`config.mk`:
```
export PLATFORM = sky130hd
export DESIGN_NAME = linear_probe_hash_table
export DESIGN_NICKNAME = d
export VERILOG_FILES = /design/src/hw/rtl/lpht_pkg.sv /design/src/hw/rtl/lpht_ram.sv /design/src/hw/rtl/lpht_useq.sv /design/src/hw/rtl/lpht_dpath.sv /design/src/hw/rtl/linear_probe_hash_table.sv
export SDC_FILE = /design/constraint.sdc
export NUM_CORES = 2
export LEC_CHECK = 0
export ABC_AREA = 1
export ABC_CLOCK_PERIOD_IN_PS = 16810
export BUFFER_PORTS_ARGS = -buffer_cell sky130_fd_sc_hd__buf_2
export CELL_PAD_IN_SITES_DETAIL_PLACEMENT = 0
export CELL_PAD_IN_SITES_GLOBAL_PLACEMENT = 1
export CORE_AREA = 2 2 500 502
export DETAILED_ROUTE_END_ITERATION = 10
export DIE_AREA = 0 0 502 504
export GPL_ROUTABILITY_DRIVEN = 0
export HOLD_SLACK_MARGIN = 0.02
export MAX_ROUTING_LAYER = met4
export PLACE_DENSITY = 0.87
export SYNTH_ARGS = -nofsm -noshare
export SYNTH_HDL_FRONTEND = slang
export SYNTH_HIERARCHICAL = 1
export SYNTH_SLANG_ARGS = --single-unit
```
`constraint.sdc`:
```
create_clock -name clk -period 16.81 [get_ports clk]
set_clock_uncertainty 0.15 [all_clocks]
set_input_delay 1.681 -clock clk [delete_from_list [all_inputs] [get_ports clk]]
set_output_delay 1.681 -clock clk [all_outputs]
set_load 0.05 [all_outputs]
```
`src/hw/rtl/lpht_pkg.sv`:
```
`default_nettype none

package lpht_pkg;

    // Table geometry
    localparam int TABLE_SIZE = 64;
    localparam int IDX_W      = (TABLE_SIZE > 1) ? $clog2(TABLE_SIZE) : 1;
    localparam int CNT_W      = IDX_W;
    localparam bit IS_POW2    = ((TABLE_SIZE & (TABLE_SIZE - 1)) == 0);

    // Field widths
    localparam int OP_W     = 2;
    localparam int KEY_W    = 16;
    localparam int VALUE_W  = 32;
    localparam int STATUS_W = 2;
    localparam int SLOT_W   = 6;
    localparam int SS_W     = 2;

    // Home-slot remainder: quotient estimate from floor(2^32 / TABLE_SIZE),
    // low by at most one, then one conditional subtract
    localparam int                 RECIP_W    = 32;
    localparam logic [RECIP_W-1:0] HASH_RECIP =
        RECIP_W'((64'd1 << RECIP_W) / 64'(TABLE_SIZE));
    localparam int                 HASH_STEPS = 2;
    localparam int                 HCNT_W     = 2;

    // Operation codes
    localparam logic [OP_W-1:0] OP_SEARCH = 2'd0;
    localparam logic [OP_W-1:0] OP_INSERT = 2'd1;
    localparam logic [OP_W-1:0] OP_DELETE = 2'd2;

    // Result status codes
    localparam logic [STATUS_W-1:0] ST_OK   = 2'd0;
    localparam logic [STATUS_W-1:0] ST_MISS = 2'd1;
    localparam logic [STATUS_W-1:0] ST_FULL = 2'd2;

    // Slot status codes
    localparam logic [SS_W-1:0] SS_EMPTY = 2'd0;
    localparam logic [SS_W-1:0] SS_LIVE  = 2'd1;
    localparam logic [SS_W-1:0] SS_GONE  = 2'd2;

    typedef struct packed {
        logic [OP_W-1:0]    op;
        logic [KEY_W-1:0]   key;
        logic [VALUE_W-1:0] value;
    } req_t;

    typedef struct packed {
        logic [STATUS_W-1:0] status;
        logic [VALUE_W-1:0]  value_out;
        logic [SLOT_W-1:0]   slot;
    } rsp_t;

    // One table row as stored in the RAM
    typedef struct packed {
        logic [SS_W-1:0]    st;
        logic [KEY_W-1:0]   key;
        logic [VALUE_W-1:0] payload;
    } slot_t;

    // Microprogram
    localparam int UPC_W = 3;
    typedef logic [UPC_W-1:0] upc_t;

    localparam upc_t UA_WAIT  = 3'd0;
    localparam upc_t UA_HASH  = 3'd1;
    localparam upc_t UA_START = 3'd2;
    localparam upc_t UA_READ  = 3'd3;
    localparam upc_t UA_TEST  = 3'd4;
    localparam upc_t UA_HIT   = 3'd5;  // must be UA_TEST + OC_HIT
    localparam upc_t UA_END   = 3'd6;  // must be UA_TEST + OC_END

    typedef enum logic [2:0] {
        C_ALWAYS,
        C_NOT_ACCEPT,
        C_HASH_BUSY,
        C_OP_BAD,
        C_DISPATCH
    } cond_t;

    typedef enum logic [1:0] {
        RES_NONE,
        RES_HIT,
        RES_END
    } res_t;

    // Probe outcome, added to the dispatch base
    typedef enum logic [1:0] {
        OC_CONT,
        OC_HIT,
        OC_END
    } outcome_t;

    typedef struct packed {
        logic  ready;     // take a request transaction
        logic  hash_go;   // one remainder step
        logic  pos_load;  // start the probe at the home slot
        logic  rd_first;  // read the slot at pos
        logic  probe;     // test slot, advance and read next on continue
        logic  wait_out;  // hold the step while the output register is full
        res_t  emit;
        cond_t cond;
        upc_t  target;
    } ctrl_t;

    typedef struct packed {
        logic     accept;
        logic     hash_busy;
        logic     op_bad;
        logic     out_busy;
        outcome_t outcome;
    } dp_stat_t;

    // Control store
    function automatic ctrl_t urom(input upc_t a);
        ctrl_t w;
        w = '{ready: 1'b0, hash_go: 1'b0, pos_load: 1'b0, rd_first: 1'b0,
              probe: 1'b0, wait_out: 1'b0, emit: RES_NONE, cond: C_ALWAYS,
              target: UA_WAIT};
        unique case (a)
            UA_WAIT:
            begin
                w.ready  = 1'b1;
                w.cond   = C_NOT_ACCEPT;
                w.target = UA_WAIT;
            end
            UA_HASH:
            begin
                w.hash_go = 1'b1;
                w.cond    = C_HASH_BUSY;
                w.target  = UA_HASH;
            end
            UA_START:
            begin
                w.pos_load = 1'b1;
                w.cond     = C_OP_BAD;
                w.target   = UA_END;
            end
            UA_READ:
            begin
                w.rd_first = 1'b1;
                w.cond     = C_ALWAYS;
                w.target   = UA_TEST;
            end
            UA_TEST:
            begin
                w.probe  = 1'b1;
                w.cond   = C_DISPATCH;
                w.target = UA_TEST;
            end
            UA_HIT:
            begin
                w.wait_out = 1'b1;
                w.emit     = RES_HIT;
                w.cond     = C_ALWAYS;
                w.target   = UA_WAIT;
            end
            UA_END:
            begin
                w.wait_out = 1'b1;
                w.emit     = RES_END;
                w.cond     = C_ALWAYS;
                w.target   = UA_WAIT;
            end
            default:
            begin
                w.cond   = C_ALWAYS;
                w.target = UA_WAIT;
            end
        endcase
        return w;
    endfunction

endpackage

`default_nettype wire

```
`src/hw/rtl/lpht_ram.sv`:
```
`default_nettype none

// Simple dual-port RAM, registered read
module lpht_ram #(
    parameter int WIDTH = 8,
    parameter int DEPTH = 64
) (
    input  wire logic                      clk,
    input  wire logic                      we,
    input  wire logic [$clog2(DEPTH)-1:0]  waddr,
    input  wire logic [WIDTH-1:0]          wdata,
    input  wire logic                      re,
    input  wire logic [$clog2(DEPTH)-1:0]  raddr,
    output logic      [WIDTH-1:0]          rdata
);

    logic [WIDTH-1:0] mem [DEPTH];

    always_ff @(posedge clk)
    begin
        if (we)
        begin
            mem[waddr] <= wdata;
        end
        if (re)
        begin
            rdata <= mem[raddr];
        end
    end

endmodule

`default_nettype wire

```
`src/hw/rtl/lpht_useq.sv`:
```
`default_nettype none

// Microsequencer: step counter, control store, conditional and dispatch jumps
module lpht_useq
    import lpht_pkg::*;
(
    input  wire logic     clk,
    input  wire logic     rst_n,
    input  wire dp_stat_t st,
    output ctrl_t         cw
);

    upc_t upc_reg;
    upc_t upc_next;
    logic hold;
    logic take;

    assign cw   = urom(upc_reg);
    assign hold = cw.wait_out & st.out_busy;

    // Branch condition
    always_comb
    begin
        unique case (cw.cond)
            C_ALWAYS:     take = 1'b1;
            C_NOT_ACCEPT: take = ~st.accept;
            C_HASH_BUSY:  take = st.hash_busy;
            C_OP_BAD:     take = st.op_bad;
            C_DISPATCH:   take = 1'b1;
            default:      take = 1'b1;
        endcase
    end

    // Next step
    always_comb
    begin
        priority if (hold)
        begin
            upc_next = upc_reg;
        end
        else if (cw.cond == C_DISPATCH)
        begin
            upc_next = cw.target + UPC_W'(st.outcome);
        end
        else if (take)
        begin
            upc_next = cw.target;
        end
        else
        begin
            upc_next = upc_reg + UPC_W'(1);
        end
    end

    always_ff @(posedge clk or negedge rst_n)
    begin
        if (!rst_n)
        begin
            upc_reg <= UA_WAIT;
        end
        else
        begin
            upc_reg <= upc_next;
        end
    end

endmodule

`default_nettype wire

```
`src/hw/rtl/lpht_dpath.sv`:
```
`default_nettype none

// Datapath: request registers, home-slot remainder, probe pointer,
// slot RAM with per-slot valid bits, result register
module lpht_dpath
    import lpht_pkg::*;
(
    input  wire logic  clk,
    input  wire logic  rst_n,
    input  wire ctrl_t cw,
    output dp_stat_t   st,
    input  wire logic  req_valid,
    input  wire req_t  req,
    input  wire logic  rsp_ready,
    output logic       rsp_valid,
    output rsp_t       rsp
);

    // Request registers
    logic [OP_W-1:0]    op_reg;
    logic [KEY_W-1:0]   key_reg;
    logic [VALUE_W-1:0] value_reg;

    // Home-slot remainder: quotient step, then correction step; a power-of-two size takes the low key bits
    logic [IDX_W-1:0]         rem_reg;
    logic [IDX_W-1:0]         rem_next;
    logic [HCNT_W-1:0]        hcnt_reg;
    logic [KEY_W-1:0]         quot_reg;
    logic [KEY_W+RECIP_W-1:0] hprod;
    logic [KEY_W-1:0]         quot_n;
    logic [KEY_W-1:0]         rem_raw;

    // Probe pointer
    logic [IDX_W-1:0] pos_reg;
    logic [IDX_W-1:0] pos_next;
    logic [IDX_W-1:0] pos_inc;
    logic [CNT_W-1:0] cnt_reg;
    logic [CNT_W-1:0] cnt_next;

    // Slot store
    logic [TABLE_SIZE-1:0] valid_reg;
    logic                  valid_q_reg;
    logic                  rd_en;
    logic [IDX_W-1:0]      rd_addr;
    logic [$bits(slot_t)-1:0] ram_rdata;
    slot_t                 rd_slot;
    slot_t                 wr_slot;
    logic                  wr_en;
    logic [SS_W-1:0]       slot_st;

    // Result
    logic                  rsp_valid_reg;
    rsp_t                  rsp_reg;
    rsp_t                  rsp_next;
    logic                  emit_en;
    logic [IDX_W+SLOT_W-1:0] pos_ext;

    logic     accept;
    logic     out_busy;
    logic     is_ins;
    logic     cont;
    outcome_t outcome;

    assign accept   = cw.ready & req_valid;
    assign out_busy = rsp_valid_reg & ~rsp_ready;
    assign emit_en  = (cw.emit != RES_NONE) & ~out_busy;
    assign is_ins   = (op_reg == OP_INSERT);

    assign st.accept    = accept;
    assign st.hash_busy = (hcnt_reg != '0);
    assign st.op_bad    = (op_reg != OP_SEARCH) && (op_reg != OP_INSERT)
                          && (op_reg != OP_DELETE);
    assign st.out_busy  = out_busy;
    assign st.outcome   = outcome;

    // Remainder: key minus quotient times table size, at most one subtract left
    assign hprod    = (KEY_W+RECIP_W)'(key_reg) * (KEY_W+RECIP_W)'(HASH_RECIP);
    assign quot_n   = quot_reg * KEY_W'(TABLE_SIZE);
    assign rem_raw  = key_reg - quot_n;
    assign rem_next = (rem_raw >= KEY_W'(TABLE_SIZE))
                      ? IDX_W'(rem_raw - KEY_W'(TABLE_SIZE))
                      : IDX_W'(rem_raw);

    // Slot seen by the current probe
    assign rd_slot = slot_t'(ram_rdata);
    assign slot_st = valid_q_reg ? rd_slot.st : SS_EMPTY;

    // Probe outcome
    always_comb
    begin
        priority if (is_ins ? (slot_st != SS_LIVE)
                            : (slot_st == SS_LIVE && rd_slot.key == key_reg))
        begin
            outcome = OC_HIT;
        end
        else if (!is_ins && slot_st == SS_EMPTY)
        begin
            outcome = OC_END;
        end
        else if (cnt_reg == CNT_W'(TABLE_SIZE - 1))
        begin
            outcome = OC_END;
        end
        else
        begin
            outcome = OC_CONT;
        end
    end

    assign cont    = cw.probe & (outcome == OC_CONT);
    assign pos_inc = (pos_reg == IDX_W'(TABLE_SIZE - 1)) ? '0 : pos_reg + IDX_W'(1);
    assign rd_en   = cw.rd_first | cont;
    assign rd_addr = cw.probe ? pos_inc : pos_reg;

    always_comb
    begin
        priority if (cw.pos_load)
        begin
            pos_next = rem_reg;
            cnt_next = '0;
        end
        else if (cont)
        begin
            pos_next = pos_inc;
            cnt_next = cnt_reg + CNT_W'(1);
        end
        else
        begin
            pos_next = pos_reg;
            cnt_next = cnt_reg;
        end
    end

    // Write-back: insert fills the slot, delete leaves a marker
    assign wr_en = emit_en && (cw.emit == RES_HIT) && (is_ins || op_reg == OP_DELETE);
    always_comb
    begin
        if (is_ins)
        begin
            wr_slot = '{st: SS_LIVE, key: key_reg, payload: value_reg};
        end
        else
        begin
            wr_slot = '{st: SS_GONE, key: rd_slot.key, payload: rd_slot.payload};
        end
    end

    lpht_ram #(
        .WIDTH ($bits(slot_t)),
        .DEPTH (TABLE_SIZE)
    ) u_ram (
        .clk   (clk),
        .we    (wr_en),
        .waddr (pos_reg),
        .wdata (wr_slot),
        .re    (rd_en),
        .raddr (rd_addr),
        .rdata (ram_rdata)
    );

    // Result transaction contents
    assign pos_ext = {{SLOT_W{1'b0}}, pos_reg};
    always_comb
    begin
        if (cw.emit == RES_HIT)
        begin
            rsp_next.status    = ST_OK;
            rsp_next.value_out = is_ins ? '0 : rd_slot.payload;
            rsp_next.slot      = pos_ext[SLOT_W-1:0];
        end
        else
        begin
            rsp_next.status    = is_ins ? ST_FULL : ST_MISS;
            rsp_next.value_out = '0;
            rsp_next.slot      = '0;
        end
    end

    assign rsp_valid = rsp_valid_reg;
    assign rsp       = rsp_reg;

    // Control state
    always_ff @(posedge clk or negedge rst_n)
    begin
        if (!rst_n)
        begin
            valid_reg     <= '0;
            rsp_valid_reg <= 1'b0;
            hcnt_reg      <= '0;
        end
        else
        begin
            if (wr_en && is_ins)
            begin
                valid_reg[pos_reg] <= 1'b1;
            end

            if (emit_en)
            begin
                rsp_valid_reg <= 1'b1;
            end
            else if (rsp_ready)
            begin
                rsp_valid_reg <= 1'b0;
            end

            if (accept)
            begin
                hcnt_reg <= IS_POW2 ? '0 : HCNT_W'(HASH_STEPS);
            end
            else if (cw.hash_go && hcnt_reg != '0)
            begin
                hcnt_reg <= hcnt_reg - HCNT_W'(1);
            end
        end
    end

    // Payload registers
    always_ff @(posedge clk)
    begin
        if (accept)
        begin
            op_reg     <= req.op;
            key_reg    <= req.key;
            value_reg  <= req.value;
            rem_reg    <= IS_POW2 ? req.key[IDX_W-1:0] : '0;
        end
        else if (cw.hash_go && hcnt_reg == HCNT_W'(HASH_STEPS))
        begin
            quot_reg   <= hprod[KEY_W+RECIP_W-1:RECIP_W];
        end
        else if (cw.hash_go && hcnt_reg == HCNT_W'(1))
        begin
            rem_reg    <= rem_next;
        end

        pos_reg <= pos_next;
        cnt_reg <= cnt_next;

        if (rd_en)
        begin
            valid_q_reg <= valid_reg[rd_addr];
        end

        if (emit_en)
        begin
            rsp_reg <= rsp_next;
        end
    end

endmodule

`default_nettype wire

```
`src/hw/rtl/linear_probe_hash_table.sv`:
```
`default_nettype none

// Channel   Handshake              Payload     Direction
// req       req_valid/req_ready    req_t       in  (op, key, value)
// rsp       rsp_valid/rsp_ready    rsp_t       out (status, value_out, slot)
//
// One request in flight. A request probes 1 to TABLE_SIZE slots, one slot
// RAM read per probe; an unused op code skips the probe. A table size that
// is not a power of two adds the quotient and correction steps of the
// home-slot remainder. Reset clears all slots to empty at once through
// per-slot valid bits. A stalled rsp holds the sequencer only at the final
// step; the next request is taken while a result still waits.
module linear_probe_hash_table
    import lpht_pkg::*;
(
    input  wire logic clk,
    input  wire logic rst_n,
    input  wire logic req_valid,
    output logic      req_ready,
    input  wire req_t req,
    output logic      rsp_valid,
    input  wire logic rsp_ready,
    output rsp_t      rsp
);

    ctrl_t    cw;
    dp_stat_t st;

    assign req_ready = cw.ready;

    lpht_useq u_useq (
        .clk   (clk),
        .rst_n (rst_n),
        .st    (st),
        .cw    (cw)
    );

    lpht_dpath u_dpath (
        .clk       (clk),
        .rst_n     (rst_n),
        .cw        (cw),
        .st        (st),
        .req_valid (req_valid),
        .req       (req),
        .rsp_ready (rsp_ready),
        .rsp_valid (rsp_valid),
        .rsp       (rsp)
    );

endmodule

`default_nettype wire

```
==> impl.org <==
** STA
- Slew Limit Headroom :: 0.0729
- RSZ-0062 raised after global routing :: false
- The number of max-slew violations in the final report came to 0.
- Number of endpoints failing setup at the final stage :: 0
- The clock period could shrink to between 7 and 8 ns.
- The final hold violation count is 0.
- Least-Margin Pin Slew :: 1.39 ns
- Share of the clock period used by the worst path :: 0.440
- Setup total negative slack on the finished layout was measured at 0 ns.
- FMAX :: 135 MHz

** Die
- Die Wd :: 502 um
- Core Rows :: approximately 180
- Die Footprint :: ~0.25 mm2
- The floorplan step defined a core boundary enclosing 0.248 mm2.
- Effective utilization at floorplan :: 0.558
- Overall die height :: 504 um
- I/O pin cnt :: 96

** Final layout
- Number of nets in the layout :: 11500
- Synthesis-to-finish area growth :: 10.2%
- Core occupancy in the finished layout :: 0.615
- Fraction of layout cells with a size suffix above 1 :: 0.0786
- The register with the most flip-flops in the layout has 3200 of them.

** Logic synthesis
- Syn Nets :: 11500
- Mean Syn Cell Area :: 12.1 um2
- Post-Syn Instances :: 11500
- Netlist Area Pre-Place :: 0.138 mm2
- For this run, the number of Yosys warnings is 6.

** Critical path
- For flop-to-flop paths, the worst setup slack is 9.41 ns.
- The largest individual stage delay along the critical path comes from the cell sky130_fd_sc_hd__buf_4.
- CP peak stage delay :: 0.90 ns
- Tracing the worst setup path back leads to its startpoint at u_useq/upc_reg[0].
- Logic depth of the worst setup path including buffers :: 19
- R2r worst-path depth :: 19
- The critical path ends at u_dpath/u_ram/rdata[41].
- In this design, the largest share of critical-path delay is due to buffers and inverters.
- Buffering stage count on the worst path with inverters included :: 7
- STA classifies the critical path startpoint as a register.
- Arrival time worst endpoint :: 8.07 ns
- Of all nets on the critical path, the largest fanout is 246.
- The worst setup path is captured at a register.
- The worst register-to-register path ends at u_dpath/u_ram/rdata[41].
- For the worst setup path, the data required time is around 17 ns.
- Worst-path cell chain :: inv_1 -> ha_1 -> nand2_1 -> inv_1 -> inv_2 -> nand2_2 -> nand2_8 -> inv_16 -> buf_4 -> buf_4 -> buf_4 -> nand2_1 -> nand3_1 -> nand3_1 -> nand3_1 -> nand3_1 -> nand2_1 -> nand2_1 -> nand2_1
- Setup CP Type :: reg2reg
- In this run the critical register-to-register path is launched from u_useq/upc_reg[0].
- Cell repeated most along the worst path :: sky130_fd_sc_hd__nand2_1

** Clocking
- Clock root cell :: sky130_fd_sc_hd__clkbuf_16
- Max clock buf depth :: 4
- H-Tree Depth :: 5
- CTS tree :: yes
- In this run the post-CTS setup repair buffer count came out at 0.
- Gates resized during post-CTS repair numbered 0.
- Clock-pin slew was measured on the worst setup and hold paths at 0.06 ns.
- For this design, the CTS-stage hold fixing added 0 buffers.
- Clock tree sinks :: 3429
- Clock latency on the worst-skew pair, taken at its later pin, is about 0.97 ns.
- In this run, CTS created clock tree buffers numbering 344.

** Detailed routing
- ANT nets after route :: 0
- For this block, the via count after detailed routing is 93600.
- Routed length per instance :: 27.0 um
- For this block, the routed nets add up to between 400000 and 500000 um of wire.
- Ratio of routed vias to standard cells :: ~6.3
- The first routing iteration left around 16000 violations.
- For this run, design rule violations remaining after detail routing come to 0.
- The pre-antenna-repair detailed-routing pass consisted of 6 iterations.

** Global route
- The total overflow left after global routing is 0.
- Initial antenna violation count :: 17
- Global-route usage over all layers :: 0.324
- The number of global-route vias before repair was 88200.
- Maximum number of pins on one net before global-route repair :: ~250
- The first global-routing pass estimated 585000 um of wire.

** Pwr
- For this design the ratio of total power to cell area is between 200 and 250 mW/mm2.
- The worst-case IR drop observed on VDD is 0.000222 V.
- The analysis attributes to cell leakage a power of 54.1 nW.

** Placement
- In this run the tool buffered the top-level ports with 95 buffer cells.
- Summed over all nets, the half-perimeter wirelength after detailed placement is around 200000 um.

** Job
- Count of maximum capacitance violations :: 0

** Min path
- Hold crit path type :: reg2reg

** Run status
- The run finished with clean final reports.
[worst min path at each step]
stage,startpoint,end,slack (ns),cells after the start
floorplan,u_dpath/valid_reg[57],u_dpath/valid_reg[57],0.27,2
global placement,u_dpath/valid_reg[61],u_dpath/valid_reg[61],0.29,2
detailed placement,u_dpath/valid_reg[62],u_dpath/valid_reg[62],0.29,2
CTS,u_dpath/valid_reg[62],u_dpath/valid_reg[62],0.31,2
global route,u_dpath/valid_reg[62],u_dpath/valid_reg[62],0.33,2
finish,u_dpath/valid_reg[62],u_dpath/valid_reg[62],0.31,2
[cell type report]
cell class                      count  area [um2]
Clock inverter                    168        1370
Tap cell                         3330        4170
Timing Repair Buffer              315        2210
Fill cell                       18300       95200
Sequential cell                  3429      103000
Multi-Input combinational cell   7119       32200
Inverter                          173         696
Antenna cell                        8        20.0
Clock buffer                      430        9010
[cells in the final DEF, fill, tap and decap left out, types with 8 or more instances in the layout]
cell and instances:
sky130_fd_sc_hd__o31ai_1 8, sky130_fd_sc_hd__bufinv_16 22, sky130_fd_sc_hd__inv_1 156, sky130_fd_sc_hd__nor4_2 8
sky130_fd_sc_hd__dfrtp_1 70, sky130_fd_sc_hd__clkbuf_1 81, sky130_fd_sc_hd__ha_1 13, sky130_fd_sc_hd__clkbuf_16 347
sky130_fd_sc_hd__nand3_1 3064, sky130_fd_sc_hd__inv_2 11, sky130_fd_sc_hd__nand2_1 3703, sky130_fd_sc_hd__a21oi_1 9
sky130_fd_sc_hd__edfxtp_1 3353, sky130_fd_sc_hd__buf_2 95, sky130_fd_sc_hd__o21ai_4 47, sky130_fd_sc_hd__clkinv_2 50
sky130_fd_sc_hd__nand4_1 22, sky130_fd_sc_hd__nor2_1 58, sky130_fd_sc_hd__nand2_2 16, sky130_fd_sc_hd__o21ai_0 69
sky130_fd_sc_hd__nor3_1 8, sky130_fd_sc_hd__clkinvlp_4 9, sky130_fd_sc_hd__buf_4 213, sky130_fd_sc_hd__diode_2 8
sky130_fd_sc_hd__nor2_4 57, sky130_fd_sc_hd__clkinv_1 78
[power by group]
part | switching, mW | internal (mW) | total, mW
registers | 0.186 | 10.8 | 11.0
logic | 11.0 | 3.43 | 14.4
clock network | 3.12 | 4.12 | 7.24
total | 14.3 | 18.4 | 32.7
[through the flow]
stage          instances  setup WS (ns)  hold WS [ns]  power, mW  area [um2]
6_report           15000           9.41         0.307       32.7      152000
3_3_place_gp       14400           9.81         0.286       24.8      142000
3_5_place_dp       14400           9.67         0.292       25.1      142000
5_1_grt            15000           9.05         0.328       34.1      152000
2_1_floorplan      11500           8.82         0.274       20.6      138000
4_1_cts            15000           9.66         0.306       32.3      152000
[metal layers]
metal	vias up	track usage	share of wire
met2	6490	0.491	0.46
met3	951	0.0628	0.13
met4	0	0.119	0.039
li1	40400	-	-
met5	-	-	0
met1	45700	0.441	0.37
[worst min-delay path: cells and delay by family (launching register included)]
family,cells,cell delay [ns]
buffers and inverters,1,0.05
flip-flops,1,0.32
AO/OA/AOI/OAI,1,0.06
(Power assumes the default switching activity.)
